`config.mk`:
```
export PLATFORM = sky130hd
export DESIGN_NAME = custom_alphabet_number_parser
export DESIGN_NICKNAME = d
export VERILOG_FILES = /design/src/hw/rtl/cabp_pkg.sv /design/src/hw/rtl/cabp_alphabet.sv /design/src/hw/rtl/cabp_parse_core.sv /design/src/hw/rtl/custom_alphabet_number_parser.sv
export VERILOG_INCLUDE_DIRS = /design/src /design/src/hw/rtl
export SDC_FILE = /design/constraint.sdc
export NUM_CORES = 2
export LEC_CHECK = 0
export BUFFER_PORTS_ARGS = -buffer_cell sky130_fd_sc_hd__buf_2
export CAP_MARGIN = 10
export CORE_MARGIN = 8
export CORE_UTILIZATION = 45
export CTS_CLUSTER_SIZE = 25
export DETAILED_ROUTE_END_ITERATION = 10
export PLACE_DENSITY_LB_ADDON = 0.08
export SLEW_MARGIN = 20
export SYNTH_ARGS = -nofsm -noshare
export SYNTH_HDL_FRONTEND = slang
export SYNTH_SLANG_ARGS = --single-unit
```
`constraint.sdc`:
```
create_clock -name clk -period 8.9 [get_ports clk]
set_input_delay 0.445 -clock clk [delete_from_list [all_inputs] [get_ports clk]]
set_output_delay 0.445 -clock clk [all_outputs]
set_load 0.02 [all_outputs]
```
`src/hw/rtl/custom_alphabet_number_parser_assert.svh`:
```
// Assertion macros shared by the parser RTL.
`ifndef CUSTOM_ALPHABET_NUMBER_PARSER_ASSERT_SVH
`define CUSTOM_ALPHABET_NUMBER_PARSER_ASSERT_SVH

`ifndef SYNTHESIS
// same-cycle implication
`define CABP_ASSERT_NOW(label, clk, rst, cond, prop) \
  label: assert property (@(posedge clk) disable iff (rst) (cond) |-> (prop)) \
    else $error("cabp assertion failed");
// next-cycle implication
`define CABP_ASSERT_NEXT(label, clk, rst, cond, prop) \
  label: assert property (@(posedge clk) disable iff (rst) (cond) |=> (prop)) \
    else $error("cabp assertion failed");
`else
`define CABP_ASSERT_NOW(label, clk, rst, cond, prop)
`define CABP_ASSERT_NEXT(label, clk, rst, cond, prop)
`endif

`endif

```
`src/hw/rtl/cabp_pkg.sv`:
```
package cabp_pkg;

  localparam int unsigned ALPHA_SLOTS = 16;
  localparam int unsigned RADIX_W     = 5;
  localparam int unsigned DIGIT_W     = 4;
  localparam int unsigned VALUE_W     = 32;

  localparam logic [7:0] CHAR_PLUS  = 8'h2B;
  localparam logic [7:0] CHAR_MINUS = 8'h2D;
  localparam logic [7:0] CHAR_TAB   = 8'h09;
  localparam logic [7:0] CHAR_CR    = 8'h0D;
  localparam logic [7:0] CHAR_SPACE = 8'h20;

  localparam logic [1:0] REG_ALPHA_LOW  = 2'd0;
  localparam logic [1:0] REG_ALPHA_HIGH = 2'd1;
  localparam logic [1:0] REG_RADIX      = 2'd2;

  typedef enum logic [1:0] {
    PH_WS    = 2'd0,
    PH_SIGN  = 2'd1,
    PH_DIGIT = 2'd2,
    PH_STOP  = 2'd3
  } phase_t;

  // alphabet status and digit lookup for the current char
  typedef struct packed {
    logic               ok;
    logic [RADIX_W-1:0] radix;
    logic               hit;
    logic [DIGIT_W-1:0] digit;
  } alpha_info_t;

  function automatic logic is_space(input logic [7:0] c);
    is_space = c inside {[CHAR_TAB:CHAR_CR], CHAR_SPACE};
  endfunction

endpackage

```
`src/hw/rtl/cabp_alphabet.sv`:
```
module cabp_alphabet #(
  parameter int MAX_CHARS = 16
) (
  input  logic [127:0]               alphabet,
  input  logic [cabp_pkg::RADIX_W-1:0] radix_length,
  input  logic [7:0]                 char_code,
  output cabp_pkg::alpha_info_t      info
);

  logic [cabp_pkg::RADIX_W-1:0] radix_used;
  logic [MAX_CHARS-1:0]         in_use;
  logic [MAX_CHARS-1:0]         bad_char;
  logic [MAX_CHARS-1:0]         dup_char;
  logic [MAX_CHARS-1:0]         match;
  logic                         hit;
  logic [cabp_pkg::DIGIT_W-1:0] digit;

  assign radix_used = (radix_length > cabp_pkg::RADIX_W'(MAX_CHARS))
                    ? cabp_pkg::RADIX_W'(MAX_CHARS) : radix_length;

  always_comb begin
    for (int i = 0; i < MAX_CHARS; i++) begin
      in_use[i]   = cabp_pkg::RADIX_W'(i) < radix_used;
      bad_char[i] = in_use[i] && ((alphabet[8*i +: 8] == 8'h00)
                    || (alphabet[8*i +: 8] == cabp_pkg::CHAR_PLUS)
                    || (alphabet[8*i +: 8] == cabp_pkg::CHAR_MINUS)
                    || cabp_pkg::is_space(alphabet[8*i +: 8]));
      dup_char[i] = 1'b0;
      for (int j = i + 1; j < MAX_CHARS; j++) begin
        if (in_use[i] && (cabp_pkg::RADIX_W'(j) < radix_used)
            && (alphabet[8*i +: 8] == alphabet[8*j +: 8])) begin
          dup_char[i] = 1'b1;
        end
      end
      match[i] = in_use[i] && (alphabet[8*i +: 8] == char_code);
    end
  end

  // priority encode: lowest position wins
  always_comb begin
    hit   = 1'b0;
    digit = '0;
    for (int i = MAX_CHARS - 1; i >= 0; i--) begin
      if (match[i]) begin
        hit   = 1'b1;
        digit = cabp_pkg::DIGIT_W'(i);
      end
    end
  end

  always_comb begin
    info.ok    = (radix_used > cabp_pkg::RADIX_W'(1)) && !(|bad_char) && !(|dup_char);
    info.radix = radix_used;
    info.hit   = hit;
    info.digit = digit;
  end

endmodule

```
`src/hw/rtl/cabp_parse_core.sv`:
```
`include "custom_alphabet_number_parser_assert.svh"

module cabp_parse_core (
  input  logic                          clk,
  input  logic                          rst,
  input  logic                          step,
  input  logic [7:0]                    char_code,
  input  logic                          present,
  input  logic                          last,
  input  cabp_pkg::alpha_info_t         info,
  output logic [cabp_pkg::VALUE_W-1:0]  result_value
);

  cabp_pkg::phase_t             phase, phase_next;
  logic                         neg, neg_next;
  logic [cabp_pkg::VALUE_W-1:0] acc, acc_next;
  cabp_pkg::phase_t             ph;
  logic                         n;
  logic [cabp_pkg::VALUE_W-1:0] a;
  logic [36:0]                  prod;

  assign prod = {5'b0, acc} * {32'b0, info.radix};

  always_ff @(posedge clk) begin
    if (rst) begin
      phase <= cabp_pkg::PH_WS;
      neg   <= 1'b0;
      acc   <= '0;
    end else if (step) begin
      phase <= phase_next;
      neg   <= neg_next;
      acc   <= acc_next;
    end
  end

  always_comb begin
    ph = phase;
    n  = neg;
    a  = acc;
    if (present) begin
      if (ph == cabp_pkg::PH_WS && !cabp_pkg::is_space(char_code)) begin
        ph = cabp_pkg::PH_SIGN;
      end
      if (ph == cabp_pkg::PH_SIGN) begin
        if (char_code == cabp_pkg::CHAR_MINUS) begin
          n = !n;
        end else if (char_code != cabp_pkg::CHAR_PLUS) begin
          ph = cabp_pkg::PH_DIGIT;
        end
      end
      if (ph == cabp_pkg::PH_DIGIT) begin
        if (!info.hit) begin
          ph = cabp_pkg::PH_STOP;
        end else begin
          a = prod[31:0] + {28'b0, info.digit};
        end
      end
    end
    result_value = info.ok ? (n ? (32'd0 - a) : a) : '0;
    // end of string returns to the idle state
    if (last) begin
      phase_next = cabp_pkg::PH_WS;
      neg_next   = 1'b0;
      acc_next   = '0;
    end else begin
      phase_next = ph;
      neg_next   = n;
      acc_next   = a;
    end
  end

  `CABP_ASSERT_NEXT(a_clear_after_last, clk, rst, step && last, (phase == cabp_pkg::PH_WS) && !neg && (acc == '0))
  `CABP_ASSERT_NEXT(a_stop_sticks, clk, rst, (phase == cabp_pkg::PH_STOP) && !(step && last), phase == cabp_pkg::PH_STOP)
  `CABP_ASSERT_NEXT(a_hold_when_idle, clk, rst, !step, $stable(acc) && $stable(neg))

endmodule

```
`src/hw/rtl/custom_alphabet_number_parser.sv`:
```
// Signed integer parser over a configurable digit alphabet. Bytes of a string
// arrive one item per cycle on the in channel while in_ready is high; the
// item with last set produces one result on the out channel: the signed
// value (wrapped to 32 bits), or 0 with alphabet_ok low if the alphabet is
// too short, holds a sign, whitespace, a zero byte, or a repeated char. Rate
// is one item per cycle sustained while results are taken. A result is
// presented in the cycle after its last item leaves the input register and
// loads the result register. The input stalls only while a last item waits
// behind a result not yet taken. The acc*radix+digit loop in the parse core
// sets that rate. Write alphabet_low/high and radix_length only while idle.
`include "custom_alphabet_number_parser_assert.svh"

module custom_alphabet_number_parser #(
  parameter int MAX_ALPHABET_CHARS = 16
) (
  input  logic               clk,
  input  logic               rst,
  // config write port
  input  logic               cfg_write,
  input  logic [1:0]         cfg_index,
  input  logic [63:0]        cfg_data,
  // input items
  input  logic               in_valid,
  output logic               in_ready,
  input  logic [7:0]         char_code,
  input  logic               present,
  input  logic               last,
  // result items
  output logic               out_valid,
  input  logic               out_ready,
  output logic signed [31:0] parsed_value,
  output logic               alphabet_ok
);

  // config registers
  logic [63:0]                  alphabet_low;
  logic [63:0]                  alphabet_high;
  logic [cabp_pkg::RADIX_W-1:0] radix_length;

  // input register
  logic       item_valid;
  logic [7:0] item_char;
  logic       item_present;
  logic       item_last;

  logic                         step;
  cabp_pkg::alpha_info_t        info;
  logic [cabp_pkg::VALUE_W-1:0] result_value;

  always_ff @(posedge clk) begin
    if (rst) begin
      alphabet_low  <= '0;
      alphabet_high <= '0;
      radix_length  <= '0;
    end else if (cfg_write) begin
      case (cfg_index)
        cabp_pkg::REG_ALPHA_LOW:  alphabet_low  <= cfg_data;
        cabp_pkg::REG_ALPHA_HIGH: alphabet_high <= cfg_data;
        cabp_pkg::REG_RADIX:      radix_length  <= cfg_data[cabp_pkg::RADIX_W-1:0];
        default: ;
      endcase
    end
  end

  // An item leaves the input register whenever it gives no result, or the
  // result register is free or being drained this cycle.
  assign step     = item_valid && (!item_last || !out_valid || out_ready);
  assign in_ready = !item_valid || step;

  always_ff @(posedge clk) begin
    if (rst) begin
      item_valid <= 1'b0;
    end else if (in_ready) begin
      item_valid <= in_valid;
    end
  end

  always_ff @(posedge clk) begin
    if (in_ready && in_valid) begin
      item_char    <= char_code;
      item_present <= present;
      item_last    <= last;
    end
  end

  cabp_alphabet #(
    .MAX_CHARS (MAX_ALPHABET_CHARS)
  ) u_alphabet (
    .alphabet     ({alphabet_high, alphabet_low}),
    .radix_length (radix_length),
    .char_code    (item_char),
    .info         (info)
  );

  cabp_parse_core u_core (
    .clk          (clk),
    .rst          (rst),
    .step         (step),
    .char_code    (item_char),
    .present      (item_present),
    .last         (item_last),
    .info         (info),
    .result_value (result_value)
  );

  // result register
  always_ff @(posedge clk) begin
    if (rst) begin
      out_valid <= 1'b0;
    end else if (step && item_last) begin
      out_valid <= 1'b1;
    end else if (out_ready) begin
      out_valid <= 1'b0;
    end
  end

  always_ff @(posedge clk) begin
    if (step && item_last) begin
      parsed_value <= $signed(result_value);
      alphabet_ok  <= info.ok;
    end
  end

  `CABP_ASSERT_NOW(a_bad_alpha_zero, clk, rst, out_valid && !alphabet_ok, parsed_value == 32'sd0)
  `CABP_ASSERT_NOW(a_stall_needs_item, clk, rst, !in_ready, item_valid && item_last && out_valid && !out_ready)
  `CABP_ASSERT_NEXT(a_last_gives_result, clk, rst, step && item_last, out_valid)

endmodule

```
==> results by group <==
STA
  • Part of the cycle the worst path needs: 92.7%
  • Setup ws final: 0.648 ns
  • Max Slew Vio Count: 0
  • Clock Skew: 0.0329 ns
  • Worst-margin pin slew: 1.06 ns
  • Normalized max-slew margin: 28.3%
  • Final hold violations: 0
  • Final setup fails: 0
  • RSZ-0062 raised after global routing: false
  • Tmin final: 8.25 ns
  • Hold Slack: 0.0270 ns
  • Max Freq: 0.121 GHz
  • Setup tns final: 0 ns

Detailed routing
  • Drc violations: 0
  • Avg Vias per Cell: 6.39
  • Via Count: 28600
  • Iter 0 DRT Violations: 3731
  • Detail Route Antenna Nets: 0
  • Routed length per placed instance: 31.6 um
  • Routed wire length: 141 mm
  • DRT Pass-1 Iters: 6

Floorplanning
  • Die area: 72000 um^2
  • Die width: 268 um
  • Initial Utilization: 45.5%
  • # IOs: 116
  • Die Ht: 268 um
  • CORE AREA: 63000 um^2
  • Row cnt: 92

Synthesis
  • Synth top area cells: xnor2_1 (19%), xor2_1 (17%), dfxtp_1 (12%), fa_1 (6.0%), nand2_1 (5.7%)
  • Post-Synth Adder-Cell Area: 8.77%
  • Largest family of logic cells by synthesized area: XOR/XNOR gates
  • Synth top area share: 19.0%
  • Cells after Synth: 3689
  • Unique masters post-synth: 82
  • Post-synth top area cell: xnor2_1
  • Ys Warns: 0
  • Synth Area in Simple Gates: 20.4%
  • FFs w/ async S/R, synth: 0%
  • Mean post-synth cell area: 7.76 um^2
  • Mapped Nets: 3919
  • Multiplexer area fraction after synthesis: 0.918%
  • EDFF count, synth: 43
  • Post-Syn Area: 28600 um^2
  • Yosys reg bits: 213
  • Ys flop type: dfxtp_1
  • Xor/xnor cell area share of the yosys netlist: 35.7%
  • Sequential share of the synthesized area: 16.4%
  • Compound-Gate Fraction of Synth Area: 10.3%

Cells and area
  • Final #Nets: 3841
  • Non-filler cells, final: 4477
  • Most frequent cells in the layout: xnor2_1 (621), xor2_1 (540), nand2_1 (437)
  • Ant diodes: 0
  • Layout cells sized above 1: 9.94%
  • Area Overhead vs Synth: 7.44%
  • Commonest non-fill, non-tap cell in the layout: xnor2_1

Clocking
  • H-tree depth: 1
  • Reg clk slew, reported paths: 0.06 ns
  • Longest Clk Path Bufs: 3
  • Post-CTS Hold Fix Bufs: 2
  • Cts repair resizes: 0
  • Clock tree from TritonCTS: done
  • CTS root buf: clkbuf_16
  • Buffers inserted by post-CTS timing repair: 0
  • Clock sinks: 213
  • CTS Buf Count: 28
  • Clk_lat worst skew: 0.62 ns

Critical path
  • Worst Setup Start Kind: flip-flop
  • Worst path required time: 9.23 ns
  • Crit path max fanout: 16
  • Crit Path Category: flip-flop to flip-flop
  • Worst path arrival time: 8.58 ns
  • CP endpoint kind: flip-flop

Power and ir drop
  • Leak: 13.8 nW
  • Peak VDD IR: 125 uV
  • PD cells: 104 nW/um^2

Min path
  • Worst min path class: input pin to flip-flop

Place
  • IO buf count: 115
  • Cell count after placement: 4421
  • Gp weighted congestion: 1.04
  • Post-DP HPWL: 96.0 mm
  • DP Worst Slack: 0.998 ns

Global route
  • Grt ovf: 0
  • Pin count of the biggest net entering global routing: 90
  • Number of global-route vias before repair: 27200
  • First-pass GRT wire length: 200 mm
  • Total GRT Usage: 38.0%
  • Antenna violations before repair: 4

Run status
  • Status: finished, final reports clean

Flow run
  • Max-Cap Viols: 0
-- layout make-up --
class | count | area, um^2
inverter | 84 | 315
clock buffer | 43 | 850
sequential | 213 | 4700
clock inverter | 7 | 55.1
tap | 846 | 1060
fill | 6255 | 32200
timing repair buffer | 287 | 1930
multi-input combinational | 2997 | 21900
-- metrics by stage --
| stage | cell area [um^2] | utilization, % | total power, mW |
|---|---|---|---|
| after floorplan | 28600 | - | 1.69 |
| after global placement | 29800 | 47.3 | 2.00 |
| after detailed placement | 29800 | 47.3 | 2.01 |
| after CTS | 30700 | 48.7 | 3.16 |
| after global routing | 30800 | 48.9 | 3.28 |
| final | 30800 | 48.9 | 3.19 |
-- cell families (layout without fill, tap and decap cells) --
logic type	after synthesis	after routing
buffers and inverters	479	421
muxes	26	26
and+or+nand+nor	1182	1182
xor gates and xnor gates	1166	1166
AOI/OAI and AO/OA	474	474
DFF	213	213
adders and majority gates	149	149
-- routing by layer --
| layer | up-vias | share of wire (%) | track usage [%] | wire (um) |
|---|---|---|---|---|
| li1 | 12200 | - | - | - |
| met1 | 14000 | 42 | 52.6 | 60000 |
| met2 | 1943 | 38 | 51.9 | 54400 |
| met3 | 473 | 13 | 13.0 | 18900 |
| met4 | 8 | 5.7 | 18.1 | 8110 |
| met5 | - | 0.037 | 0 | 52 |
-- synth_stat cells, types with 10 or more instances --
| library cell | number |
|---|---|
| xnor2_1 | 622 |
| xor2_1 | 541 |
| nand2_1 | 438 |
| a21oi_1 | 226 |
| nor2_1 | 171 |
| dfxtp_1 | 170 |
| nor4_1 | 160 |
| nand4_1 | 154 |
| buf_2 | 144 |
| buf_1 | 117 |
| clkbuf_1 | 107 |
| fa_1 | 86 |
| inv_1 | 84 |
| ha_1 | 63 |
| o21ai_0 | 59 |
| nor3_1 | 55 |
| and3_1 | 43 |
| edfxtp_1 | 43 |
| and2_1 | 40 |
| nand3_1 | 35 |
| a31oi_1 | 29 |
| mux2i_1 | 24 |
| a22oi_1 | 20 |
| a211oi_1 | 18 |
| nand2b_1 | 18 |
| a22o_1 | 15 |
| a21o_1 | 14 |
| buf_6 | 13 |
| or3_1 | 13 |
| buf_4 | 11 |
| nor2b_1 | 11 |
| o31ai_1 | 10 |
-- worst paths after layout --
path / from / endpoint / slack [ns] / cells past startpoint
setup / recovery: radix_length[2] / parsed_value[31] / 0.65 / 22
hold / removal: char_code[2] / item_char[2] / 0.03 / 1
setup reg to reg: radix_length[2] / parsed_value[31] / 0.65 / 22
hold reg to reg: alphabet_low[59] / alphabet_low[59] / 0.47 / 2
-- worst max-delay path, cell delays in order, from the launching register on --
cell and delay, ns:
dfxtp_1 0.36, buf_4 0.22, nor3_1 0.62, nand2_1 0.50
and3_1 0.33, nor4_1 0.46, nand2_1 0.10, a21oi_1 0.25
fa_1 0.48, ha_1 0.33, fa_1 0.54, fa_1 0.47
a21o_1 0.26, a221oi_4 0.38, mux2i_1 0.14, o22a_1 0.23
a211oi_1 0.68, nand2_1 0.14, or4_4 0.49, a211o_4 0.39
o41ai_4 0.37, xor2_1 0.18, nor2_1 0.05
-- power by group --
part           leakage [nW]  internal (mW)  switching, mW
clock network         0.438          0.654          0.496
registers              1.79           1.01         0.0498
logic                  11.5          0.352          0.630
-- sequential cells by signal (all words and copies together) (netlist names) --
name / flops
u_core.acc: 32
alphabet_ok: 1
item_valid: 1
alphabet_low: 64
item_last: 1
alphabet_high: 64
radix_length: 5
u_core.phase: 2
u_core.neg: 1
item_char: 8
parsed_value: 32
item_present: 1
out_valid: 1
Note: power is estimated with default switching activity, not from simulation.
